==> src/hdl/jsu_pkg.sv <==
// Shared types, character codes and helpers for the JSON string escape unit.
// Used by jsu_front, jsu_queue, jsu_back and the top level.
package jsu_pkg;

  localparam int unsigned QueueDepth = 2;

  localparam logic [7:0] CH_QUOTE  = 8'h22;
  localparam logic [7:0] CH_BSLASH = 8'h5c;
  localparam logic [7:0] CH_LOW_U  = 8'h75;
  localparam logic [7:0] CH_ZERO   = 8'h30;
  localparam logic [7:0] CH_LOW_B  = 8'h62;
  localparam logic [7:0] CH_LOW_F  = 8'h66;
  localparam logic [7:0] CH_LOW_N  = 8'h6e;
  localparam logic [7:0] CH_LOW_R  = 8'h72;
  localparam logic [7:0] CH_LOW_T  = 8'h74;

  localparam logic [7:0] B_BS  = 8'h08;
  localparam logic [7:0] B_TAB = 8'h09;
  localparam logic [7:0] B_LF  = 8'h0a;
  localparam logic [7:0] B_FF  = 8'h0c;
  localparam logic [7:0] B_CR  = 8'h0d;
  localparam logic [7:0] B_SPACE = 8'h20;

  localparam logic [7:0] CONT_LO = 8'h80;
  localparam logic [7:0] CONT_HI = 8'hbf;
  localparam logic [7:0] LEAD2_LO = 8'hc2;
  localparam logic [7:0] LEAD2_HI = 8'hdf;
  localparam logic [7:0] LEAD_E0 = 8'he0;
  localparam logic [7:0] LEAD_ED = 8'hed;
  localparam logic [7:0] LEAD3_HI = 8'hef;
  localparam logic [7:0] LEAD_F0 = 8'hf0;
  localparam logic [7:0] LEAD_F4 = 8'hf4;
  localparam logic [7:0] E0_LO = 8'ha0;
  localparam logic [7:0] ED_HI = 8'h9f;
  localparam logic [7:0] F0_LO = 8'h90;
  localparam logic [7:0] F4_HI = 8'h8f;

  typedef enum logic [1:0] {
    BODY_NONE,
    BODY_PLAIN,
    BODY_SHORT,
    BODY_UNICODE
  } body_kind_e;

  typedef struct packed {
    logic       open;
    body_kind_e kind;
    logic [7:0] data;
    logic       close;
    logic       err;
  } desc_t;

  function automatic logic [2:0] body_len(input body_kind_e kind);
    logic [2:0] len;
    unique case (kind)
      BODY_NONE:    len = 3'd0;
      BODY_PLAIN:   len = 3'd1;
      BODY_SHORT:   len = 3'd2;
      BODY_UNICODE: len = 3'd6;
      default:      len = 3'd0;
    endcase
    return len;
  endfunction

  function automatic logic [7:0] hex_digit(input logic [3:0] d);
    logic [7:0] c;
    if (d < 4'd10) c = CH_ZERO + {4'b0, d};
    else c = 8'h57 + {4'b0, d};
    return c;
  endfunction

endpackage

==> src/hdl/json_string_escape_utf8_check_unit.sv <==
// JSON string literal writer with strict UTF-8 check: top level.
// Accepted items pass through the descriptor queue to the back end.
// Throughput: one result per cycle unless stalled; an item gives 1 to 8
// results, via the single registered output stage of the back end.
// Reset: asynchronous active low, clears checker, queue and output valid.
module json_string_escape_utf8_check_unit (
  input  logic       clk_i,
  input  logic       rst_ni,
  input  logic       in_valid_i,
  output logic       in_ready_o,
  input  logic [7:0] data_byte_i,
  input  logic       start_of_string_i,
  input  logic       end_of_string_i,
  input  logic       empty_string_i,
  output logic       out_valid_o,
  input  logic       out_ready_i,
  output logic [7:0] out_byte_o,
  output logic       last_of_run_o,
  output logic       string_done_o,
  output logic       utf8_error_o
);
  import jsu_pkg::*;

  logic  push, full, pop, head_valid;
  desc_t desc, head;

  jsu_front u_front (
    .clk_i             (clk_i),
    .rst_ni            (rst_ni),
    .in_valid_i        (in_valid_i),
    .in_ready_o        (in_ready_o),
    .data_byte_i       (data_byte_i),
    .start_of_string_i (start_of_string_i),
    .end_of_string_i   (end_of_string_i),
    .empty_string_i    (empty_string_i),
    .q_full_i          (full),
    .push_o            (push),
    .desc_o            (desc)
  );

  jsu_queue u_queue (
    .clk_i        (clk_i),
    .rst_ni       (rst_ni),
    .push_i       (push),
    .desc_i       (desc),
    .full_o       (full),
    .pop_i        (pop),
    .head_valid_o (head_valid),
    .head_o       (head)
  );

  jsu_back u_back (
    .clk_i         (clk_i),
    .rst_ni        (rst_ni),
    .head_valid_i  (head_valid),
    .head_i        (head),
    .pop_o         (pop),
    .out_valid_o   (out_valid_o),
    .out_ready_i   (out_ready_i),
    .out_byte_o    (out_byte_o),
    .last_of_run_o (last_of_run_o),
    .string_done_o (string_done_o),
    .utf8_error_o  (utf8_error_o)
  );

endmodule

==> src/hdl/jsu_front.sv <==
// Front end: accepts input items, runs the UTF-8 checker and classifies each
// byte into a descriptor for the queue. Depends on jsu_pkg.
module jsu_front (
  input  logic          clk_i,
  input  logic          rst_ni,
  input  logic          in_valid_i,
  output logic          in_ready_o,
  input  logic [7:0]    data_byte_i,
  input  logic          start_of_string_i,
  input  logic          end_of_string_i,
  input  logic          empty_string_i,
  input  logic          q_full_i,
  output logic          push_o,
  output jsu_pkg::desc_t desc_o
);
  import jsu_pkg::*;

  logic [1:0] pend_q, pend_d, pend_c, pend_n;
  logic [7:0] lo_q, lo_d, lo_c, lo_n;
  logic [7:0] hi_q, hi_d, hi_c, hi_n;
  logic       err_q, err_d, err_c, err_n;
  logic       inside_q, inside_d;
  logic       fresh;
  logic       accept;

  assign in_ready_o = !q_full_i;
  assign accept     = in_valid_i && !q_full_i;
  assign push_o     = accept;

  always_comb begin
    fresh = start_of_string_i || !inside_q;
    pend_c = fresh ? 2'd0 : pend_q;
    lo_c   = fresh ? CONT_LO : lo_q;
    hi_c   = fresh ? CONT_HI : hi_q;
    err_c  = fresh ? 1'b0 : err_q;

    pend_n = pend_c;
    lo_n   = lo_c;
    hi_n   = hi_c;
    err_n  = err_c;
    if (pend_c != 2'd0) begin
      lo_n = CONT_LO;
      hi_n = CONT_HI;
      if (data_byte_i >= lo_c && data_byte_i <= hi_c) begin
        pend_n = pend_c - 2'd1;
      end else begin
        pend_n = 2'd0;
        err_n  = 1'b1;
      end
    end else if (data_byte_i[7]) begin
      priority if (data_byte_i >= LEAD2_LO && data_byte_i <= LEAD2_HI) begin
        pend_n = 2'd1; lo_n = CONT_LO; hi_n = CONT_HI;
      end else if (data_byte_i == LEAD_E0) begin
        pend_n = 2'd2; lo_n = E0_LO; hi_n = CONT_HI;
      end else if (data_byte_i == LEAD_ED) begin
        pend_n = 2'd2; lo_n = CONT_LO; hi_n = ED_HI;
      end else if (data_byte_i > LEAD_E0 && data_byte_i <= LEAD3_HI) begin
        pend_n = 2'd2; lo_n = CONT_LO; hi_n = CONT_HI;
      end else if (data_byte_i == LEAD_F0) begin
        pend_n = 2'd3; lo_n = F0_LO; hi_n = CONT_HI;
      end else if (data_byte_i > LEAD_F0 && data_byte_i < LEAD_F4) begin
        pend_n = 2'd3; lo_n = CONT_LO; hi_n = CONT_HI;
      end else if (data_byte_i == LEAD_F4) begin
        pend_n = 2'd3; lo_n = CONT_LO; hi_n = F4_HI;
      end else begin
        err_n = 1'b1;
      end
    end

    pend_d   = pend_q;
    lo_d     = lo_q;
    hi_d     = hi_q;
    err_d    = err_q;
    inside_d = inside_q;
    if (accept) begin
      if (empty_string_i || end_of_string_i) begin
        pend_d   = 2'd0;
        lo_d     = CONT_LO;
        hi_d     = CONT_HI;
        err_d    = 1'b0;
        inside_d = 1'b0;
      end else begin
        pend_d   = pend_n;
        lo_d     = lo_n;
        hi_d     = hi_n;
        err_d    = err_n;
        inside_d = 1'b1;
      end
    end

    desc_o.open  = empty_string_i || fresh;
    desc_o.close = empty_string_i || end_of_string_i;
    desc_o.err   = !empty_string_i && end_of_string_i && (err_n || pend_n != 2'd0);
    desc_o.data  = data_byte_i;
    if (empty_string_i) begin
      desc_o.kind = BODY_NONE;
    end else begin
      desc_o.kind = BODY_SHORT;
      unique case (data_byte_i)
        CH_QUOTE:  desc_o.data = CH_QUOTE;
        CH_BSLASH: desc_o.data = CH_BSLASH;
        B_BS:      desc_o.data = CH_LOW_B;
        B_FF:      desc_o.data = CH_LOW_F;
        B_LF:      desc_o.data = CH_LOW_N;
        B_CR:      desc_o.data = CH_LOW_R;
        B_TAB:     desc_o.data = CH_LOW_T;
        default:   desc_o.kind = (data_byte_i < B_SPACE) ? BODY_UNICODE : BODY_PLAIN;
      endcase
    end
  end

  always_ff @(posedge clk_i or negedge rst_ni) begin
    if (!rst_ni) begin
      pend_q   <= 2'd0;
      lo_q     <= CONT_LO;
      hi_q     <= CONT_HI;
      err_q    <= 1'b0;
      inside_q <= 1'b0;
    end else begin
      pend_q   <= pend_d;
      lo_q     <= lo_d;
      hi_q     <= hi_d;
      err_q    <= err_d;
      inside_q <= inside_d;
    end
  end

endmodule

==> src/hdl/jsu_queue.sv <==
// Short descriptor queue between front end and back end.
// Depends on jsu_pkg.
module jsu_queue (
  input  logic           clk_i,
  input  logic           rst_ni,
  input  logic           push_i,
  input  jsu_pkg::desc_t desc_i,
  output logic           full_o,
  input  logic           pop_i,
  output logic           head_valid_o,
  output jsu_pkg::desc_t head_o
);
  import jsu_pkg::*;

  localparam int unsigned PtrW = (QueueDepth > 1) ? $clog2(QueueDepth) : 1;
  localparam int unsigned CntW = $clog2(QueueDepth + 1);
  localparam logic [PtrW-1:0] LastPtr = PtrW'(QueueDepth - 1);
  localparam logic [CntW-1:0] FullCnt = CntW'(QueueDepth);

  desc_t           mem_q [QueueDepth];
  logic [PtrW-1:0] wr_q, wr_d, rd_q, rd_d;
  logic [CntW-1:0] cnt_q, cnt_d;

  assign full_o       = (cnt_q == FullCnt);
  assign head_valid_o = (cnt_q != '0);
  assign head_o       = mem_q[rd_q];

  always_comb begin
    wr_d  = wr_q;
    rd_d  = rd_q;
    cnt_d = cnt_q;
    if (push_i) wr_d = (wr_q == LastPtr) ? '0 : wr_q + PtrW'(1);
    if (pop_i)  rd_d = (rd_q == LastPtr) ? '0 : rd_q + PtrW'(1);
    if (push_i && !pop_i) cnt_d = cnt_q + CntW'(1);
    else if (!push_i && pop_i) cnt_d = cnt_q - CntW'(1);
  end

  always_ff @(posedge clk_i) begin
    if (push_i) mem_q[wr_q] <= desc_i;
  end

  always_ff @(posedge clk_i or negedge rst_ni) begin
    if (!rst_ni) begin
      wr_q  <= '0;
      rd_q  <= '0;
      cnt_q <= '0;
    end else begin
      wr_q  <= wr_d;
      rd_q  <= rd_d;
      cnt_q <= cnt_d;
    end
  end

  a_no_overflow: assert property (@(posedge clk_i) disable iff (!rst_ni)
    !(push_i && full_o && !pop_i))
    else $error("queue push while full");

  a_cnt_range: assert property (@(posedge clk_i) disable iff (!rst_ni)
    cnt_q <= FullCnt)
    else $error("queue count out of range");

  a_pop_has_head: assert property (@(posedge clk_i) disable iff (!rst_ni)
    pop_i |-> head_valid_o)
    else $error("queue pop while empty");

endmodule

==> src/hdl/jsu_back.sv <==
// Back end: expands one descriptor into its output characters via a
// registered output stage, one per cycle unless stalled. Uses jsu_pkg.
module jsu_back (
  input  logic           clk_i,
  input  logic           rst_ni,
  input  logic           head_valid_i,
  input  jsu_pkg::desc_t head_i,
  output logic           pop_o,
  output logic           out_valid_o,
  input  logic           out_ready_i,
  output logic [7:0]     out_byte_o,
  output logic           last_of_run_o,
  output logic           string_done_o,
  output logic           utf8_error_o
);
  import jsu_pkg::*;

  logic [2:0] idx_q, idx_d;
  logic       out_valid_q, out_valid_d;
  logic [7:0] out_byte_q;
  logic       last_q, done_q, err_q;
  logic [2:0] len;
  logic [3:0] total;
  logic [2:0] last_idx;
  logic [2:0] j;
  logic       is_last;
  logic       advance;
  logic [7:0] ch;

  always_comb begin
    len      = body_len(head_i.kind);
    total    = {3'b0, head_i.open} + {1'b0, len} + {3'b0, head_i.close};
    last_idx = 3'(total - 4'd1);
    j        = idx_q - {2'b0, head_i.open};
    is_last  = (idx_q == last_idx);
    advance  = head_valid_i && (!out_valid_q || out_ready_i);
    pop_o    = advance && is_last;

    ch = CH_QUOTE;
    if (!(head_i.open && idx_q == 3'd0) && j < len) begin
      unique case (head_i.kind)
        BODY_PLAIN: ch = head_i.data;
        BODY_SHORT: ch = (j == 3'd0) ? CH_BSLASH : head_i.data;
        BODY_UNICODE: begin
          case (j)
            3'd0:    ch = CH_BSLASH;
            3'd1:    ch = CH_LOW_U;
            3'd4:    ch = hex_digit(head_i.data[7:4]);
            3'd5:    ch = hex_digit(head_i.data[3:0]);
            default: ch = CH_ZERO;
          endcase
        end
        default: ch = CH_QUOTE;
      endcase
    end

    idx_d       = idx_q;
    out_valid_d = out_valid_q;
    if (advance) begin
      idx_d       = is_last ? 3'd0 : idx_q + 3'd1;
      out_valid_d = 1'b1;
    end else if (out_ready_i) begin
      out_valid_d = 1'b0;
    end
  end

  always_ff @(posedge clk_i or negedge rst_ni) begin
    if (!rst_ni) begin
      idx_q       <= 3'd0;
      out_valid_q <= 1'b0;
    end else begin
      idx_q       <= idx_d;
      out_valid_q <= out_valid_d;
    end
  end

  always_ff @(posedge clk_i) begin
    if (advance) begin
      out_byte_q <= ch;
      last_q     <= is_last;
      done_q     <= is_last && head_i.close;
      err_q      <= is_last && head_i.close && head_i.err;
    end
  end

  assign out_valid_o   = out_valid_q;
  assign out_byte_o    = out_byte_q;
  assign last_of_run_o = last_q;
  assign string_done_o = done_q;
  assign utf8_error_o  = err_q;

  a_idx_in_run: assert property (@(posedge clk_i) disable iff (!rst_ni)
    head_valid_i |-> idx_q <= last_idx)
    else $error("character index past end of run");

  a_done_is_quote: assert property (@(posedge clk_i) disable iff (!rst_ni)
    out_valid_o && string_done_o |-> out_byte_o == CH_QUOTE && last_of_run_o)
    else $error("string_done on a non-closing character");

  a_err_with_done: assert property (@(posedge clk_i) disable iff (!rst_ni)
    out_valid_o && utf8_error_o |-> string_done_o)
    else $error("utf8_error without string_done");

  a_pop_marks_last: assert property (@(posedge clk_i) disable iff (!rst_ni)
    pop_o |=> out_valid_o && last_of_run_o)
    else $error("descriptor popped without last character");

endmodule
==> config.mk <==
export PLATFORM = sky130hd
export DESIGN_NAME = json_string_escape_utf8_check_unit
export DESIGN_NICKNAME = d
export VERILOG_FILES = /design/src/hdl/jsu_pkg.sv /design/src/hdl/json_string_escape_utf8_check_unit.sv /design/src/hdl/jsu_front.sv /design/src/hdl/jsu_queue.sv /design/src/hdl/jsu_back.sv
export SDC_FILE = /design/constraint.sdc
export NUM_CORES = 1
export LEC_CHECK = 0
export BUFFER_PORTS_ARGS = -buffer_cell sky130_fd_sc_hd__buf_2
export CORE_MARGIN = 2
export CORE_UTILIZATION = 30
export DETAILED_ROUTE_END_ITERATION = 6
export PLACE_DENSITY = 0.49
export SYNTH_ARGS = -nofsm -noshare
export SYNTH_HDL_FRONTEND = slang
export SYNTH_SLANG_ARGS = --single-unit
export TNS_END_PERCENT = 50
==> constraint.sdc <==
create_clock -name clk_i -period 5.09 [get_ports clk_i]
set_input_delay 0.509 -clock clk_i [delete_from_list [all_inputs] [get_ports clk_i]]
set_output_delay 0.509 -clock clk_i [all_outputs]
set_load 0.03 [all_outputs]
# [Yosys cells after proc, flatten, opt, wreduce, memory -nomap -nowiden]
# Memories as Yosys holds them, arrays and structs flattened.
# Cells that the tools add are included.
[word_totals] rom_bits=0 memories=1 wordCells=163 regBits=39 mem_bits_rw=26 latchBits=0 output_inout_bits=13
[op_classes] muxes=67 n_div=0 eq_ne=19 magnitude_cmp=12 bitwise_logic=0 n_addsub=14 reduce_logical=36 shift=0 n_mul=0
[mem_list] memory="u_queue.mem_q" depth=2 width=13 rd=1 rd_clocked_by_memory_dff=0 write_ports=1 line_no="jsu_queue.sv:20" text="desc_t mem_q [QueueDepth];"
[ops] operator="$mux W8" count=26
[ops] operator="$pmux W8 S7" count=1
[ops] operator="$eq A8 B4 Y1 const B" count=5
[ops] operator="$mux W2" count=17
[ops] operator="$eq A8 B8 Y1 const B" count=4
[ops] operator="$pmux W8 S4" count=1
[ops] operator="$pmux W8 S3" count=1
[ops] operator="$mux W1" count=19
[ops] operator="$add A7 B4 Y8 const A" count=2
[ops] operator="$gt A8 B8 Y1 const B" count=2
[ops] operator="$le A8 B8 Y1 const B" count=2
[ops] operator="$logic_and A1 B1 Y1" count=15
[ops] operator="$add A6 B4 Y7 const A" count=2
[ops] operator="$pmux W3 S4" count=1
[ops] operator="$reduce_bool A2 Y1" count=5
[ops] operator="$eq A8 B6 Y1 const B" count=1
[ops] operator="$eq A8 B7 Y1 const B" count=1
[ops] operator="$ge A8 B8 Y1" count=1
[ops] operator="$ge A8 B8 Y1 const B" count=1
[ops] operator="$le A8 B8 Y1" count=1
[ops] operator="$lt A4 B4 Y1 const B" count=2
[ops] operator="$lt A8 B6 Y1 const B" count=1
[ops] operator="$lt A8 B8 Y1 const B" count=1
[ops] operator="$logic_not A1 Y1" count=7
[ops] operator="19 further kinds" count=29

# [Depth between registers and ports, before layout]
[logic_depth] depth_word=15 depth_mapped=17

# [By module]
# Synthesis repeated with hierarchy kept, for this count alone.
[unflattened] cells_unflattened=389 hier_area_um2=4008.8
[modules_own_cells] module="jsu_front" n_inst=1 cells_per_inst=208 seq_area_each_um2=510.5 area_per_inst_um2=1744.2
[modules_own_cells] module="jsu_back" n_inst=1 cells_per_inst=125 seq_area_each_um2=430.4 area_per_inst_um2=1137.3
[modules_own_cells] module="jsu_queue" n_inst=1 cells_per_inst=56 seq_area_each_um2=880.8 area_per_inst_um2=1127.3

# [Least setup slack after synthesis]
# Ideal clock, no wire load.
[synth_timing] path_type="reg2reg" start="reg u_queue.rd_q" end="reg u_queue.cnt_q[1]" path_buffers=3 stages_incl_launch_ff=18 t_arrival_ps=3196 slack_ps=1815 path_cell_list="dfrtp_1 buf_2 buf_2 buf_2 mux2i_1 ha_1 inv_1 ha_1 fa_1 xor2_1 nor2_1 nand2_1 inv_1 nand2_1 ha_1 xor2_1 nor2_1 xor2_1"
[synth_via] elab_chain_len=11 elab_cells_between_ends=16
[synth_rtl] element="start, declared" line_no="jsu_queue.sv:21" text="logic [PtrW-1:0] wr_q, wr_d, rd_q, rd_d;"
[synth_rtl] element="start signal, assigned" line_no="jsu_queue.sv:49" text="rd_q <= rd_d;"
[synth_rtl] element="$mem_v2 Z2 W13 (*)"
[synth_rtl] element="$eq A2 B2 Y1, or another cell as far along" line_no="jsu_pkg.sv:55" text="unique case (kind)"
[synth_rtl] element="$pmux W3 S4" line_no="jsu_pkg.sv:55"
[synth_rtl] element="$add A1 B3 Y3" line_no="jsu_back.sv:32" text="total = {3'b0, head_i.open} + {1'b0, len} + {3'b0, head_i.close};"
[synth_rtl] element="$add A3 B1 Y3 (*)" line_no="jsu_back.sv:32"
[synth_rtl] element="$sub A3 B1 Y3 (*)" line_no="jsu_back.sv:33" text="last_idx = 3'(total - 4'd1);"
[synth_rtl] element="$eq A3 B3 Y1 (*)" line_no="jsu_back.sv:35" text="is_last = (idx_q == last_idx);"
[synth_rtl] element="via u_back.is_last" line_no="jsu_back.sv:26" text="logic is_last;"
[synth_rtl] element="$logic_and A1 B1 Y1 (*)" line_no="jsu_back.sv:37" text="pop_o = advance && is_last;"
[synth_rtl] element="$logic_not A1 Y1" line_no="jsu_queue.sv:34" text="if (push_i && !pop_i) cnt_d = cnt_q + CntW'(1);"
[synth_rtl] element="$logic_and A1 B1 Y1" line_no="jsu_queue.sv:34"
[synth_rtl] element="$mux W2 or $reduce_bool A2 Y1 (tied branches)"
[synth_rtl] element="end signal, assigned" line_no="jsu_queue.sv:50" text="cnt_q <= cnt_d;"
[synth_rtl] element="end, declared" line_no="jsu_queue.sv:22" text="logic [CntW-1:0] cnt_q, cnt_d;"
# The timed path passes the listed nets; every way through them passes the cells marked *.
# A chain may end at the register's enable or synchronous reset.

# [Worst setup path in the final report]
[layout_timing] start="reg u_queue.rd_q" end="reg u_back.out_byte_q[2], in the netlist u_back.out_byte_o[2] (data pin)"
[layout_via] elab_chain_len=5 elab_cells_between_ends=26
[layout_rtl] element="$mem_v2 Z2 W13 (*)"
[layout_rtl] element="$add A7 B4 Y8, or another cell as far along" line_no="jsu_pkg.sv:68" text="else c = 8'h57 + {4'b0, d};"
[layout_rtl] element="$mux W8, or another cell as far along" line_no="jsu_pkg.sv:67" text="if (d < 4'd10) c = CH_ZERO + {4'b0, d};"
[layout_rtl] element="$pmux W8 S4, or another cell as far along" line_no="jsu_back.sv:45" text="case (j)"
[layout_rtl] element="$pmux W8 S3 or $logic_and A1 B1 Y1 (tied branches)" line_no="jsu_back.sv:41, jsu_back.sv:40"
[layout_rtl] element="end signal, assigned" line_no="jsu_back.sv:79" text="out_byte_q <= ch;"
[layout_rtl] element="end, declared" line_no="jsu_back.sv:20" text="logic [7:0] out_byte_q;"
# Mark *: on every way between the ends. The rest lies on a longest branch, timed or not.

==> out/results.tsv <==
metric	value	unit
Slew Viols, Final	0	
TritonCTS clock tree	done	
pwr/cell area	541	nW/µm²
Multi-input gate area	2100	µm²
EDFF count, synth	37	
via/cell ratio	5.08	
via count	3066	
Synth Warn #	0	
clk sinks	65	
TNS Setup	0	ns
kind of critical path	flop to flop	
Critical Path Start Type	flop	
Wirelength per Cell	15.0	µm
P_leak	1.80	nW
worst rel slew slack	25.0	%
# port buffers	27	
Async SR Flop Fraction	43.1	%
Post-CTS Hold Buffers	0	
initial antenna violation count	0	
FMAX	0.273	GHz
Post-Synthesis Cells	402	
CTS clk-pin slew, worst paths	0.06	ns
Antenna Cells	0	
Setup crit end	u_back.out_byte_o[2]	
Slew @ Worst Pin	1.12	ns
CP Max Fanout	25	
Root Driver	clkbuf_16	
status	finished clean	
reg2reg setup slack	1.43	ns
CP arrival	3.74	ns
width of the die	121	µm
detailed-route wire length	9050	µm
worst r2r src	u_queue.rd_q	
sequential-to-total area share from yosys stat	44.6	%
Synth area leaders	edfxtp_1 (27%), dfrtp_1 (12%), ha_1 (8.6%), dfstp_2 (5.1%), mux2i_1 (3.7%)	
HP Class	input pin to async pin	
hold slack	0.204	ns
Synth Cell Area	4080	µm²
syn nets	446	
area grow syn2layout	14.5	%
endpoints failing hold	0	
DIE AREA	14600	µm²
core box area	13200	µm²
nets	466	
Die H	121	µm
unrepaired setup endpoints after global routing	no	
detailed-placement wirelength estimate	6420	µm
Routed Antenna Nets	0	
VDD IR max	0.165	mV
MaxCap Viol Count	0	
H-Tree Depth	3	
I/O pin count	28	
postcts setup bufs	0	
# rows	42	
Initial Util	30.8	%
TritonCTS Buffers	9	
post_cts resized	0	
capturing point of the worst reg2reg path	u_back.out_byte_o[2]	
fin crit share	72.0	%
Final Setup Violations	0	
vias in the first global route	3001	
Crit. End Element	flop	
Final Critical Period	3.66	ns
share of layout cells above drive strength 1	15.5	%
average cell area after synthesis	10.2	µm²
Iteration-0 DRC Markers	215	
commonest non-fill, non-tap cells in the layout	nor2_1 (37), edfxtp_1 (37), nand2_1 (35)	
#FFs+latches synth	65	
Reg area	1820	µm²
Required @ worst endpoint	5.16	ns
DRC viols	0	
top-area cell type share of the netlist area	27.2	%
Overall Global Routing Usage	13.3	%
Synth Flop Type	edfxtp_1	
dominant cell type by area after synthesis	edfxtp_1	
Crit. Startpoint	u_queue.rd_q	
FF-to-FF path depth	10	
Final Skew	0.00671	ns
number of detailed-route iterations in the first pass	4	
pin count of the biggest net entering global routing	29	
Placer Congestion	0.817	
CTS Buffer Depth	2	
Skew-Pair Late Insertion Delay	0.34	ns
first-pass GRT wire length	15400	µm
GRT overflow	0	
Distinct cells, synth	59	
number of fill cells in the layout	1373	
-- Yosys cell counts (all sizes together) (4+ instances only) --
master   number
nor2         38
edfxtp       37
nand2        35
ha           28
a21oi        26
dfrtp        20
o21ai        19
inv          16
mux2i        15
nand2b       15
buf          10
clkbuf        9
nor2b         9
dfstp         8
nor3          8
xnor2         8
and2          7
a21o          6
nand3         6
xor2          6
nand4         5
or3           5
a2111oi       4
a31oi         4
and3          4
mux2          4
nor3b         4
o211ai        4
o41ai         4
or4           4
-- worst min-delay path by stage --
stage / startpoint / to / slack, ns / depth (start not counted)
2_1_floorplan: rst_ni / u_back.idx_q[0] / 0.21 / 0
3_3_place_gp: u_front.lo_q[0] / u_front.lo_q[0] / 0.47 / 1
3_5_place_dp: u_front.lo_q[0] / u_front.lo_q[0] / 0.47 / 1
4_1_cts: rst_ni / u_back.idx_q[1] / 0.23 / 1
5_1_grt: rst_ni / u_back.idx_q[1] / 0.27 / 1
6_report: rst_ni / u_back.idx_q[1] / 0.20 / 1
-- critical path, cell delays in order, from the launching register on --
cell	delay, ns
dfrtp_1	0.98
mux2_2	0.46
ha_1	0.19
ha_1	0.19
xnor2_1	0.32
inv_1	0.20
ha_1	0.31
o21ai_0	0.07
o21ai_0	0.40
a21o_1	0.21
a211oi_1	0.06
-- per-layer routing --
metal  global-route usage [%]  wire, µm  vias to the layer above
met5                        0         0                        -
met4                     4.51       117                        0
met3                     3.40       442                        9
met2                     20.6      3990                       70
met1                     18.2      4490                     1480
li1                         -         -                     1507
-- report_power, final --
group / internal [mW] / total, mW / switching (mW) / leakage [nW]
Combinational: 0.376 / 1.02 / 0.647 / 0.959
Clock: 0.433 / 0.683 / 0.250 / 0.153
Sequential: 0.725 / 0.822 / 0.0971 / 0.689
Total: 1.53 / 2.53 / 0.994 / 1.80
-- state kept, by name, summed over array words and instances (netlist names) --
signal	cells
u_queue.mem_q	26
u_back.last_of_run_o	1
u_front.lo_q	8
u_back.out_byte_o	8
u_front.inside_q	1
u_front.err_q	1
u_queue.rd_q	1
u_back.idx_q	3
u_queue.wr_q	1
u_queue.cnt_q	2
u_front.hi_q	8
u_back.utf8_error_o	1
u_front.pend_q	2
u_back.out_valid_o	1
u_back.string_done_o	1
-- stage by stage --
stage / cells / utilization, % / total power, mW / cell area [µm²] / worst slack [ns]
global placement: 587 / 32.8 / 1.86 / 4350 / 1.54
detailed placement: 587 / 32.8 / 1.86 / 4350 / 1.43
floorplan: 402 / - / 1.62 / 4080 / 1.82
global route: 603 / 35.3 / 2.71 / 4670 / 1.14
finish: 603 / 35.3 / 2.53 / 4670 / 1.43
CTS: 603 / 35.3 / 2.56 / 4670 / 1.41
-- cell families after synthesis --
logic type | Yosys count | synth area share [%]
fa+ha+maj | 30 | 9.32
mux | 19 | 4.78
compound gates | 88 | 15.0
buf+inv | 35 | 3.86
flops | 65 | 44.6
xor+xnor | 14 | 3.00
simple gates | 151 | 19.5
-- final cells by class --
class,instances,share of cell area (%)
Inverter,16,1.28
Tap cell,176,4.71
Sequential cell,65,39.0
Multi-Input combinational cell,302,45.0
Clock buffer,9,4.82
Timing Repair Buffer,28,3.05
Clock inverter,7,2.17
Power figures use the tool's default switching activity.
